### config.mk
export PLATFORM = sky130hd
export DESIGN_NAME = clipped_alpha_rect_fill_unit
export DESIGN_NICKNAME = d
export VERILOG_FILES = /design/src/design/carf_pkg.sv /design/src/design/carf_axis.sv /design/src/design/carf_blend.sv /design/src/design/clipped_alpha_rect_fill_unit.sv
export SDC_FILE = /design/constraint.sdc
export NUM_CORES = 2
export LEC_CHECK = 0
export BUFFER_PORTS_ARGS = -buffer_cell sky130_fd_sc_hd__buf_2
export CAP_MARGIN = 20
export CORE_UTILIZATION = 70
export CTS_CLUSTER_DIAMETER = 30
export DETAILED_ROUTE_END_ITERATION = 8
export GPL_ROUTABILITY_DRIVEN = 0
export MAX_ROUTING_LAYER = met4
export PLACE_DENSITY = 0.86
export SETUP_SLACK_MARGIN = 0.5
export SLEW_MARGIN = 10
export SYNTH_ARGS = -nofsm -noshare
export SYNTH_HDL_FRONTEND = slang
export SYNTH_SLANG_ARGS = --single-unit
export TNS_END_PERCENT = 100
### constraint.sdc
create_clock -name clk -period 13.05 [get_ports clk]
set_input_delay 0.6525 -clock clk [delete_from_list [all_inputs] [get_ports clk]]
set_output_delay 0.6525 -clock clk [all_outputs]
set_load 0.05 [all_outputs]
### src/design/carf_pkg.sv
// Shared types, constants and helpers for the clipped alpha rectangle fill unit.
// No dependencies; imported by every module of the block.
package carf_pkg;

  localparam int unsigned MAX_SURFACE_DIM = 4096;
  localparam int unsigned DIM_W   = 13;   // surface size register width
  localparam int unsigned COORD_W = 12;   // pixel column / row width
  localparam int unsigned RECT_W  = 16;   // signed rectangle fields
  localparam int unsigned PIX_W   = 32;
  localparam int unsigned CFG_IDX_W = 3;

  typedef enum logic [CFG_IDX_W-1:0] {
    REG_FILL_COLOR     = 3'd0,
    REG_RECT_LEFT      = 3'd1,
    REG_RECT_TOP       = 3'd2,
    REG_RECT_WIDTH     = 3'd3,
    REG_RECT_HEIGHT    = 3'd4,
    REG_SURFACE_WIDTH  = 3'd5,
    REG_SURFACE_HEIGHT = 3'd6
  } cfg_reg_t;

  // One accepted input beat as held in the input stage.
  typedef struct packed {
    logic [PIX_W-1:0]   dest_pixel;
    logic [COORD_W-1:0] pixel_column;
    logic [COORD_W-1:0] pixel_row;
  } pix_beat_t;

  // floor(x / 255), exact for x up to 65279.
  function automatic logic [7:0] div255(input logic [15:0] x);
    logic [16:0] sum;
    sum = {1'b0, x} + {9'd0, x[15:8]} + 17'd1;
    return sum[15:8];
  endfunction

endpackage

### src/design/carf_axis.sv
// One-axis containment test against the fill rectangle clipped to the surface.
// Depends on carf_pkg.
module carf_axis (
  input  logic signed [carf_pkg::RECT_W-1:0] origin,
  input  logic signed [carf_pkg::RECT_W-1:0] length,
  input  logic [carf_pkg::DIM_W-1:0]         extent,
  input  logic [carf_pkg::COORD_W-1:0]       coord,
  output logic                               covered
);
  import carf_pkg::*;

  localparam int unsigned AW = RECT_W + 3;

  logic [DIM_W-1:0]     ext_clamped;
  logic signed [AW-1:0] org_s;
  logic signed [AW-1:0] len_s;
  logic signed [AW-1:0] lo;
  logic signed [AW-1:0] len_c;
  logic signed [AW-1:0] stop;
  logic signed [AW-1:0] ext_s;
  logic signed [AW-1:0] pos_s;

  always_comb begin
    ext_clamped = (extent > DIM_W'(MAX_SURFACE_DIM)) ? DIM_W'(MAX_SURFACE_DIM) : extent;
    org_s = AW'(origin);
    len_s = AW'(length);
    // Negative origin eats into the length and snaps to zero.
    if (org_s < 0) begin
      lo    = '0;
      len_c = len_s + org_s;
    end else begin
      lo    = org_s;
      len_c = len_s;
    end
    stop  = lo + len_c;
    ext_s = signed'({{(AW-DIM_W){1'b0}}, ext_clamped});
    pos_s = signed'({{(AW-COORD_W){1'b0}}, coord});
    // lo <= p < stop already rules out an empty span; p < ext covers the surface clip.
    covered = (pos_s >= lo) && (pos_s < stop) && (pos_s < ext_s);
  end

endmodule

### src/design/carf_blend.sv
// Source-over blend of a constant ARGB8888 color into one destination pixel.
// Depends on carf_pkg (div255).
module carf_blend (
  input  logic [carf_pkg::PIX_W-1:0] color,
  input  logic [carf_pkg::PIX_W-1:0] dest,
  output logic [carf_pkg::PIX_W-1:0] blended
);
  import carf_pkg::*;

  logic [7:0]  alpha;
  logic [7:0]  inv;
  logic [7:0]  dst_a;
  logic [15:0] a_prod;
  logic [15:0] ch_sum [3];

  always_comb begin
    alpha  = color[31:24];
    inv    = 8'd255 - alpha;
    dst_a  = dest[31:24];
    a_prod = (8'd255 - dst_a) * alpha;
    blended[31:24] = dst_a + div255(a_prod);
    for (int i = 0; i < 3; i++) begin
      ch_sum[i] = color[i*8 +: 8] * alpha + dest[i*8 +: 8] * inv;
      blended[i*8 +: 8] = div255(ch_sum[i]);
    end
  end

endmodule

### src/design/clipped_alpha_rect_fill_unit.sv
// Clipped alpha rectangle fill: blends the fill color into pixels inside the clipped rect.
// Throughput one beat per cycle unless out_stall holds back a full result register.
// Input register, then clip test and blend, then the result register.
// Synchronous active-low reset clears all config registers to 0 and empties both stages.
// Depends on carf_pkg, carf_axis, carf_blend.
module clipped_alpha_rect_fill_unit (
  input  logic                               clk,
  input  logic                               rst_n,
  input  logic                               cfg_valid,
  output logic                               cfg_ready,
  input  logic [carf_pkg::CFG_IDX_W-1:0]     cfg_index,
  input  logic [carf_pkg::PIX_W-1:0]         cfg_data,
  input  logic                               in_valid,
  output logic                               in_stall,
  input  logic [carf_pkg::PIX_W-1:0]         in_dest_pixel,
  input  logic [carf_pkg::COORD_W-1:0]       in_pixel_column,
  input  logic [carf_pkg::COORD_W-1:0]       in_pixel_row,
  output logic                               out_valid,
  input  logic                               out_stall,
  output logic [carf_pkg::PIX_W-1:0]         out_pixel_out,
  output logic                               out_was_changed
);
  import carf_pkg::*;

  logic [PIX_W-1:0]         fill_color_r;
  logic signed [RECT_W-1:0] rect_left_r;
  logic signed [RECT_W-1:0] rect_top_r;
  logic signed [RECT_W-1:0] rect_width_r;
  logic signed [RECT_W-1:0] rect_height_r;
  logic [DIM_W-1:0]         surface_width_r;
  logic [DIM_W-1:0]         surface_height_r;

  logic        s1_valid_r, s1_valid_nxt;
  pix_beat_t   s1_r;
  logic        out_valid_r, out_valid_nxt;
  logic [PIX_W-1:0] out_pixel_r;
  logic        out_changed_r;

  logic        in_take;
  logic        s2_load;
  logic        inside_x, inside_y;
  logic        hit;
  logic [PIX_W-1:0] blended;

  assign cfg_ready = 1'b1;

  always_ff @(posedge clk) begin
    if (!rst_n) begin
      fill_color_r     <= '0;
      rect_left_r      <= '0;
      rect_top_r       <= '0;
      rect_width_r     <= '0;
      rect_height_r    <= '0;
      surface_width_r  <= '0;
      surface_height_r <= '0;
    end else if (cfg_valid && cfg_ready) begin
      unique case (cfg_index)
        REG_FILL_COLOR:     fill_color_r     <= cfg_data;
        REG_RECT_LEFT:      rect_left_r      <= cfg_data[RECT_W-1:0];
        REG_RECT_TOP:       rect_top_r       <= cfg_data[RECT_W-1:0];
        REG_RECT_WIDTH:     rect_width_r     <= cfg_data[RECT_W-1:0];
        REG_RECT_HEIGHT:    rect_height_r    <= cfg_data[RECT_W-1:0];
        REG_SURFACE_WIDTH:  surface_width_r  <= cfg_data[DIM_W-1:0];
        REG_SURFACE_HEIGHT: surface_height_r <= cfg_data[DIM_W-1:0];
        default: ;
      endcase
    end
  end

  // Result register takes a new beat when empty or being drained.
  assign s2_load  = !out_valid_r || !out_stall;
  assign in_stall = s1_valid_r && !s2_load;
  assign in_take  = in_valid && !in_stall;

  always_comb begin
    s1_valid_nxt  = in_take || (s1_valid_r && !s2_load);
    out_valid_nxt = s2_load ? s1_valid_r : out_valid_r;
  end

  always_ff @(posedge clk) begin
    if (!rst_n) begin
      s1_valid_r  <= 1'b0;
      out_valid_r <= 1'b0;
    end else begin
      s1_valid_r  <= s1_valid_nxt;
      out_valid_r <= out_valid_nxt;
    end
  end

  always_ff @(posedge clk) begin
    if (in_take) begin
      s1_r.dest_pixel   <= in_dest_pixel;
      s1_r.pixel_column <= in_pixel_column;
      s1_r.pixel_row    <= in_pixel_row;
    end
    if (s2_load && s1_valid_r) begin
      out_pixel_r   <= hit ? blended : s1_r.dest_pixel;
      out_changed_r <= hit;
    end
  end

  carf_axis u_axis_x (
    .origin  (rect_left_r),
    .length  (rect_width_r),
    .extent  (surface_width_r),
    .coord   (s1_r.pixel_column),
    .covered (inside_x)
  );

  carf_axis u_axis_y (
    .origin  (rect_top_r),
    .length  (rect_height_r),
    .extent  (surface_height_r),
    .coord   (s1_r.pixel_row),
    .covered (inside_y)
  );

  carf_blend u_blend (
    .color   (fill_color_r),
    .dest    (s1_r.dest_pixel),
    .blended (blended)
  );

  assign hit = (fill_color_r[31:24] != 8'd0) && inside_x && inside_y;

  assign out_valid       = out_valid_r;
  assign out_pixel_out   = out_pixel_r;
  assign out_was_changed = out_changed_r;

  // A held input beat moves to the result register once it has room.
  a_s1_advances: assert property (@(posedge clk) disable iff (!rst_n)
    s1_valid_r && s2_load |=> out_valid_r)
    else $error("input stage beat not moved to result register");

  // Input stage holds its beat while the result side is blocked.
  a_s1_holds: assert property (@(posedge clk) disable iff (!rst_n)
    s1_valid_r && !s2_load |=> s1_valid_r && $stable(s1_r))
    else $error("input stage beat lost while stalled");

  // Backpressure only when both stages are occupied.
  a_stall_full: assert property (@(posedge clk) disable iff (!rst_n)
    in_stall |-> s1_valid_r && out_valid_r)
    else $error("stall raised with a free stage");

endmodule
# == Yosys cells after proc, flatten, opt, wreduce, memory -nomap -nowiden ==
# Index checks and enable logic that the tools add are counted.
# totals
out_inout_bits,36
word_cells,86
input_bits,96
register_bits,213
# classes
n_addsub,18
mux,7
magnitude_cmp,10
mul,7
reduce_logical,24
n_eq_ne,6
# op_table
cell,n
8-bit by 8-bit multiplier with 16-bit output,6
19-bit two-way mux,4
"16-bit by 1-bit adder with 16-bit output, second input constant",4
16-bit by 8-bit adder with 16-bit output,4
16-bit adder,3
19-bit adder,2
13-bit by 19-bit greater-or-equal comparator with 1-bit output,2
13-bit by 19-bit less-than comparator with 1-bit output,2
16-bit by 16-bit adder with 17-bit output,2
"16-bit by 1-bit less-than comparator with 1-bit output, second input constant",2
32-bit two-way mux,1
"13-bit > comparator, second input constant",2
12-bit by 13-bit less-than comparator with 1-bit output,2
13-bit two-way mux,2
16-bit by 8-bit multiplier with 16-bit output,1
2-bit AND reduction,7
"3-bit equality test, second input constant",3
1-bit logical AND,9
"8-bit by 8-bit subtractor with 9-bit output, first input constant",1
8-bit adder,1
8-bit nonzero test,1
"8-bit subtractor, first input constant",1
"3-bit by 2-bit equality test with 1-bit output, second input constant",2
1-bit zero test,4
other kinds (3),4

# == Depth between registers and ports, before layout ==
# logic_depth
word_depth,9
mapped_depth,35
mapped_depth_nobuf,33

# == Modules after synthesis ==
# Synthesis repeated with hierarchy kept, for this count alone.
# unflattened
hier_cells,3435
area_unflattened_um2,30636.9
# by_module_without_submodules
mod,n_inst,cells_each,area_per_inst_um2,seq_area_each_um2
carf_blend,1,2061,17585.6,0.0
clipped_alpha_rect_fill_unit,1,683,7807.5,5154.9
carf_axis at u_axis_y,1,349,2628.8,0.0
carf_axis at u_axis_x,1,342,2615.0,0.0

# == Worst setup path after synthesis ==
# OpenSTA, ideal clock, no wires.
# synth_timing
kind,register to register
start,register fill_color_r[30]
end,"register out_pixel_r[15], in the netlist out_pixel_out[15] (data pin)"
period_less_slack_ns,7.930
setup_ns,0.256
arrival_time_ns,7.673
slack_ns,5.120
stages_incl_launch_ff,31
t_required_ns,12.794
n_path_buf,2
cell_sequence,dfxtp_1 > clkbuf_1 > buf_1 > nand2_1 > fa_1 > fa_1 > fa_1 > inv_1 > fa_1 > fa_1 > inv_1 > fa_1 > inv_1 > ha_1 > o21ai_0 > a21oi_1 > o41a_1 > a311oi_1 > xnor2_1 > inv_1 > ha_1 > a21o_1 > a21oi_1 > nor2b_1 > o41ai_1 > a211oi_1 > nand4_1 > nor2_1 > and3_1 > xnor2_1 > o21ai_2
# synth_between
elab_chain_cells,6
word_cells_on_any_way,10
cone_classes,add/sub (4); mul (2); mux (1); reduce/logical (3)
# synth_rtl
item,line_no,source
"start, declared",clipped_alpha_rect_fill_unit.sv:25,logic [PIX_W-1:0] fill_color_r;
"start signal, assigned",clipped_alpha_rect_fill_unit.sv:58,REG_FILL_COLOR: fill_color_r <= cfg_data;
8-bit subtractor,carf_blend.sv:18,inv = 8'd255 - alpha;
8-bit by 8-bit multiplier with 16-bit output,carf_blend.sv:23,ch_sum[i] = color[i*8 +: 8] * alpha + dest[i*8 +: 8] * inv;
16-bit adder,carf_blend.sv:23,
16-bit by 8-bit adder with 16-bit output,carf_pkg.sv:32,"sum = {1'b0, x} + {9'd0, x[15:8]} + 17'd1;"
16-bit by 1-bit adder with 16-bit output,carf_pkg.sv:32,
32-bit two-way mux (*),clipped_alpha_rect_fill_unit.sv:97,out_pixel_r <= hit ? blended : s1_r.dest_pixel;
"end signal, assigned",clipped_alpha_rect_fill_unit.sv:97,
"end, declared",clipped_alpha_rect_fill_unit.sv:36,logic [PIX_W-1:0] out_pixel_r;
# Mark *: on every way between the ends. The rest lies on a longest branch, timed or not.
# A chain may end at the register's enable or synchronous reset.

# == Worst setup path in the final report ==
# layout_timing
start,register fill_color_r[27]
end,"register out_pixel_r[15], in the netlist out_pixel_out[15] (data pin)"
# The elaborated chain is that of the path after synthesis.

==> results by group <==
Layout
  – Fill cell instance count of the final layout: 2,616
  – Finished Core Util: 0.785
  – Growth of design area from synthesis to finish: 9.73%
  – Final #Nets: 4,193
  – Post-layout instance count excluding filler cells: 3,963
  – Share of layout cells above drive strength 1: 0.0891

Synth
  – Gate count of the mapped netlist: 3,288
  – Number of synthesis warnings: 0
  – Number of synthesized register bits: 213
  – Number of unique standard cell types used by synthesis: 78
  – Share of flip-flops with an asynchronous set or reset after synthesis: 0
  – Predominant post-synthesis flop cell: dfxtp_1
  – Number of enable flip-flop cells after synthesis: 89
  – Avg Inst Size Synth: 8.96 sq um
  – Sequential element share of the synthesized area: 0.175
  – Post-Synthesis Cell Area: 0.0295 sq mm

Power and ir drop
  – PnR Total Power: 5.55 mW
  – Pwr per Cell Area: 172 mW/mm^2
  – Peak supply drop: 176 uV
  – Static power due to leakage: 15.8 nW

STA
  – Finish-stage setup viols: 0
  – Worst-case headroom to the max-slew limit: 0.254
  – Tcrit/Tclk final: 0.678
  – Actual slew at the worst max-slew pin: 1.12 ns
  – Setup repair after global routing missed its margin: no
  – Hold Fails Final Rpt: 0
  – Slew Limit Fails: 0
  – Worst hold margin: 0.212 ns
  – Clock Skews: 0.0439 ns
  – Minimum period implied by the final worst setup slack: 8.84 ns
  – Peak Freq: 0.113 GHz
  – Final setup TNS: 0 ns

Critical path
  – Top fanout value on the critical path: 36
  – Slowest Stage Delay on Critical Path: 0.62 ns
  – Data required, critical path: 13.38 ns
  – Critical R2R Capture: out_pixel_out[15]$_DFFE_PP_
  – Kind of start point of the critical path: flop
  – Worst path most repeated cell: fa_1
  – Worst setup path class: reg -> reg
  – Worst reg-to-reg setup slack: 4.21 ns
  – Startpoint of the worst-slack reg-to-reg timing path: fill_color_r[27]$_SDFFE_PN0P_
  – Kind of end point of the critical path: flop
  – Data arrival at the endpoint of the critical path: 9.18 ns
  – Worst-path cell with the longest stage delay: dfxtp_2
  – Launch point of the critical path: fill_color_r[27]$_SDFFE_PN0P_
  – Cells on worst reg2reg path: 29

Global routing
  – Antenna violations before repair: 4
  – Vias in the first global route: 25,900
  – Overflow left after global routing: 0
  – All-Layer GR Usage: 0.381
  – Global-route wire length before repair: 127,000 um
  – Pin count of the biggest net entering global routing: 125

Route
  – Residual DRC count: 0
  – DRT antenna net count: 0
  – DR pass1 iterations: 8
  – Routed vias/inst: 6.12
  – Vias after detailed routing: 24,300
  – Drt total wl: 77,900 um
  – First DRT Iteration DRCs: 2,080
  – Routed wire per std cell: 19.7 um

Die
  – Die Span X: 207 um
  – Area of the core region: 0.0412 sq mm
  – DIE HEIGHT: 207 um
  – Row count: 74
  – IO Count: 132
  – Area of the die: 0.0429 sq mm
  – Effective utilization at floorplan: 0.715

Clock network
  – Num CTS Buffers: 51
  – # Post-CTS Setup Buffers: 0
  – Clock latency at the later pin of the worst-skew pair: 0.61 ns
  – Post-cts sizing count: 0
  – CTS clk-pin slew, worst paths: 0.05 ns
  – Buffer cell driving the clock tree root: clkbuf_16
  – CTS Hold Bufs: 0
  – CTS Buffer Depth: 3
  – CTS tree: built
  – # H-tree levels: 2
  – Total number of clock tree sinks: 213

Worst hold path
  – Class of the tightest hold or removal check: in -> reg
  – Hold worst-path end: s1_r[53]$_DFFE_PP_
  – Hold Path Stages: 1
  – Worst min-delay path startpoint: in_dest_pixel[29]

Place
  – Placed wire-length estimate: 57,800 um
  – Dpl cells: 3,860
  – Count of buffers inserted at the top-level ports: 130

Outcome
  – Result of the run: finished clean

Flow run
  – Maximum Capacitance Violations: 0
==> through the flow <==
stage / setup slack, ns / instance area (sq um)
after global routing: 3.75 / 32300
after floorplan: 5.12 / 29500
after detailed placement: 4.32 / 30500
final: 4.21 / 32300
after CTS: 4.31 / 32300
after global placement: 4.66 / 30500
==> Yosys cell counts (all sizes together), types with 6 or more instances <==
| master | instances | area, sq um |
|---|---|---|
| nor4 | 6 | 37.5 |
| nor3 | 23 | 120 |
| o21ai | 76 | 433 |
| a2111oi | 6 | 58.8 |
| o21bai | 9 | 67.6 |
| mux2 | 28 | 315 |
| dfxtp | 124 | 2480 |
| nand3 | 28 | 140 |
| nand2 | 426 | 1600 |
| xor2 | 44 | 385 |
| xnor2 | 83 | 727 |
| buf | 26 | 134 |
| nand4 | 11 | 68.8 |
| o22ai | 10 | 62.6 |
| o21a | 19 | 143 |
| inv | 501 | 1880 |
| or3 | 7 | 43.8 |
| edfxtp | 89 | 2670 |
| a211o | 15 | 131 |
| fa | 329 | 6590 |
| o211ai | 15 | 118 |
| nor2 | 71 | 267 |
| and2 | 103 | 644 |
| or2 | 7 | 43.8 |
| a211oi | 27 | 203 |
| a21boi | 126 | 946 |
| and3 | 11 | 68.8 |
| nor2b | 209 | 1310 |
| o31ai | 9 | 67.6 |
| a31oi | 12 | 75.1 |
| a21o | 60 | 450 |
| ha | 386 | 4830 |
| clkbuf | 83 | 312 |
| nand2b | 128 | 801 |
| a21oi | 108 | 541 |
==> power by group <==
group	switching [mW]	internal, mW
clock	0.474	0.833
combinational	2.04	1.44
sequential	0.0459	0.722
==> how the worst max path moves through the flow <==
stage                                             end
final                     out_pixel_out[15]$_DFFE_PP_
after global placement    out_pixel_out[15]$_DFFE_PP_
after floorplan           out_pixel_out[15]$_DFFE_PP_
after CTS                 out_pixel_out[15]$_DFFE_PP_
after detailed placement  out_pixel_out[15]$_DFFE_PP_
after global routing       out_pixel_out[6]$_DFFE_PP_
==> final cells by class <==
class	count	area, sq um	share of cell area
Timing Repair Buffer	148	793	0.0245
Clock inverter	38	419	0.0130
Antenna cell	6	15.0	0.000464
Inverter	501	1880	0.0582
Tap cell	532	666	0.0206
Clock buffer	58	1370	0.0422
Multi-Input combinational cell	2467	22000	0.681
Sequential cell	213	5160	0.160
==> registers in the layout, summed over array words and instances (netlist names) <==
| register | cells |
|---|---|
| rect_left_r | 16 |
| surface_width_r | 13 |
| out_valid | 1 |
| s1_r | 56 |
| rect_top_r | 16 |
| rect_width_r | 16 |
| out_pixel_out | 32 |
| rect_height_r | 16 |
| surface_height_r | 13 |
| out_was_changed | 1 |
| fill_color_r | 32 |
| s1_valid_r | 1 |
==> layer usage <==
metal / GRT usage / vias up / part of all wire
met5: - / - / 0
met4: 0.201 / 0 / 0.053
met3: 0.0605 / 356 / 0.089
met2: 0.639 / 1238 / 0.49
met1: 0.441 / 11700 / 0.37
li1: - / 10900 / -
==> layout by cell type (no fill, tap or decap), drive strengths merged, types with 7 or more instances in the layout <==
master,synthesis,layout
o21a,19,19
nor2b,209,209
xor2,44,44
mux2,28,28
nand4,11,11
o21bai,9,9
a21o,60,60
clkinv,0,14
a211o,15,15
inv,501,519
xnor2,83,83
nand2b,128,128
buf,26,148
nor2,71,71
clkbuf,83,58
o211ai,15,15
a211oi,27,27
a21oi,108,108
and2,103,103
o31ai,9,9
edfxtp,89,89
or3,7,7
a21boi,126,126
ha,386,386
o21ai,76,76
dfxtp,124,124
or2,7,7
nand3,28,28
o22ai,10,10
fa,329,329
nor3,23,23
nand2,426,426
a31oi,12,12
and3,11,11
==> logic make-up (layout without fill, tap and decap cells) <==
| group | Yosys count | count (layout) | share of synthesized area |
|---|---|---|---|
| compound gates | 535 | 535 | 0.126 |
| fa+ha+maj | 716 | 716 | 0.388 |
| mux | 33 | 33 | 0.0124 |
| xor+xnor | 130 | 130 | 0.0401 |
| other cells | 2 | 10 | 0.000255 |
| flops | 213 | 213 | 0.175 |
| buf+inv | 610 | 745 | 0.0790 |
| simple gates | 1049 | 1049 | 0.180 |
==> critical path, delay by kind of cell (launching register included) <==
family | cells | cell delay, ns
DFF | 1 | 0.62
adders and majority gates | 8 | 3.73
xor gates and xnor gates | 2 | 0.35
and+or+nand+nor | 7 | 1.50
AOI/OAI and AO/OA | 7 | 1.63
buffers and inverters | 5 | 0.70
Note: power is estimated with default switching activity, not from simulation.
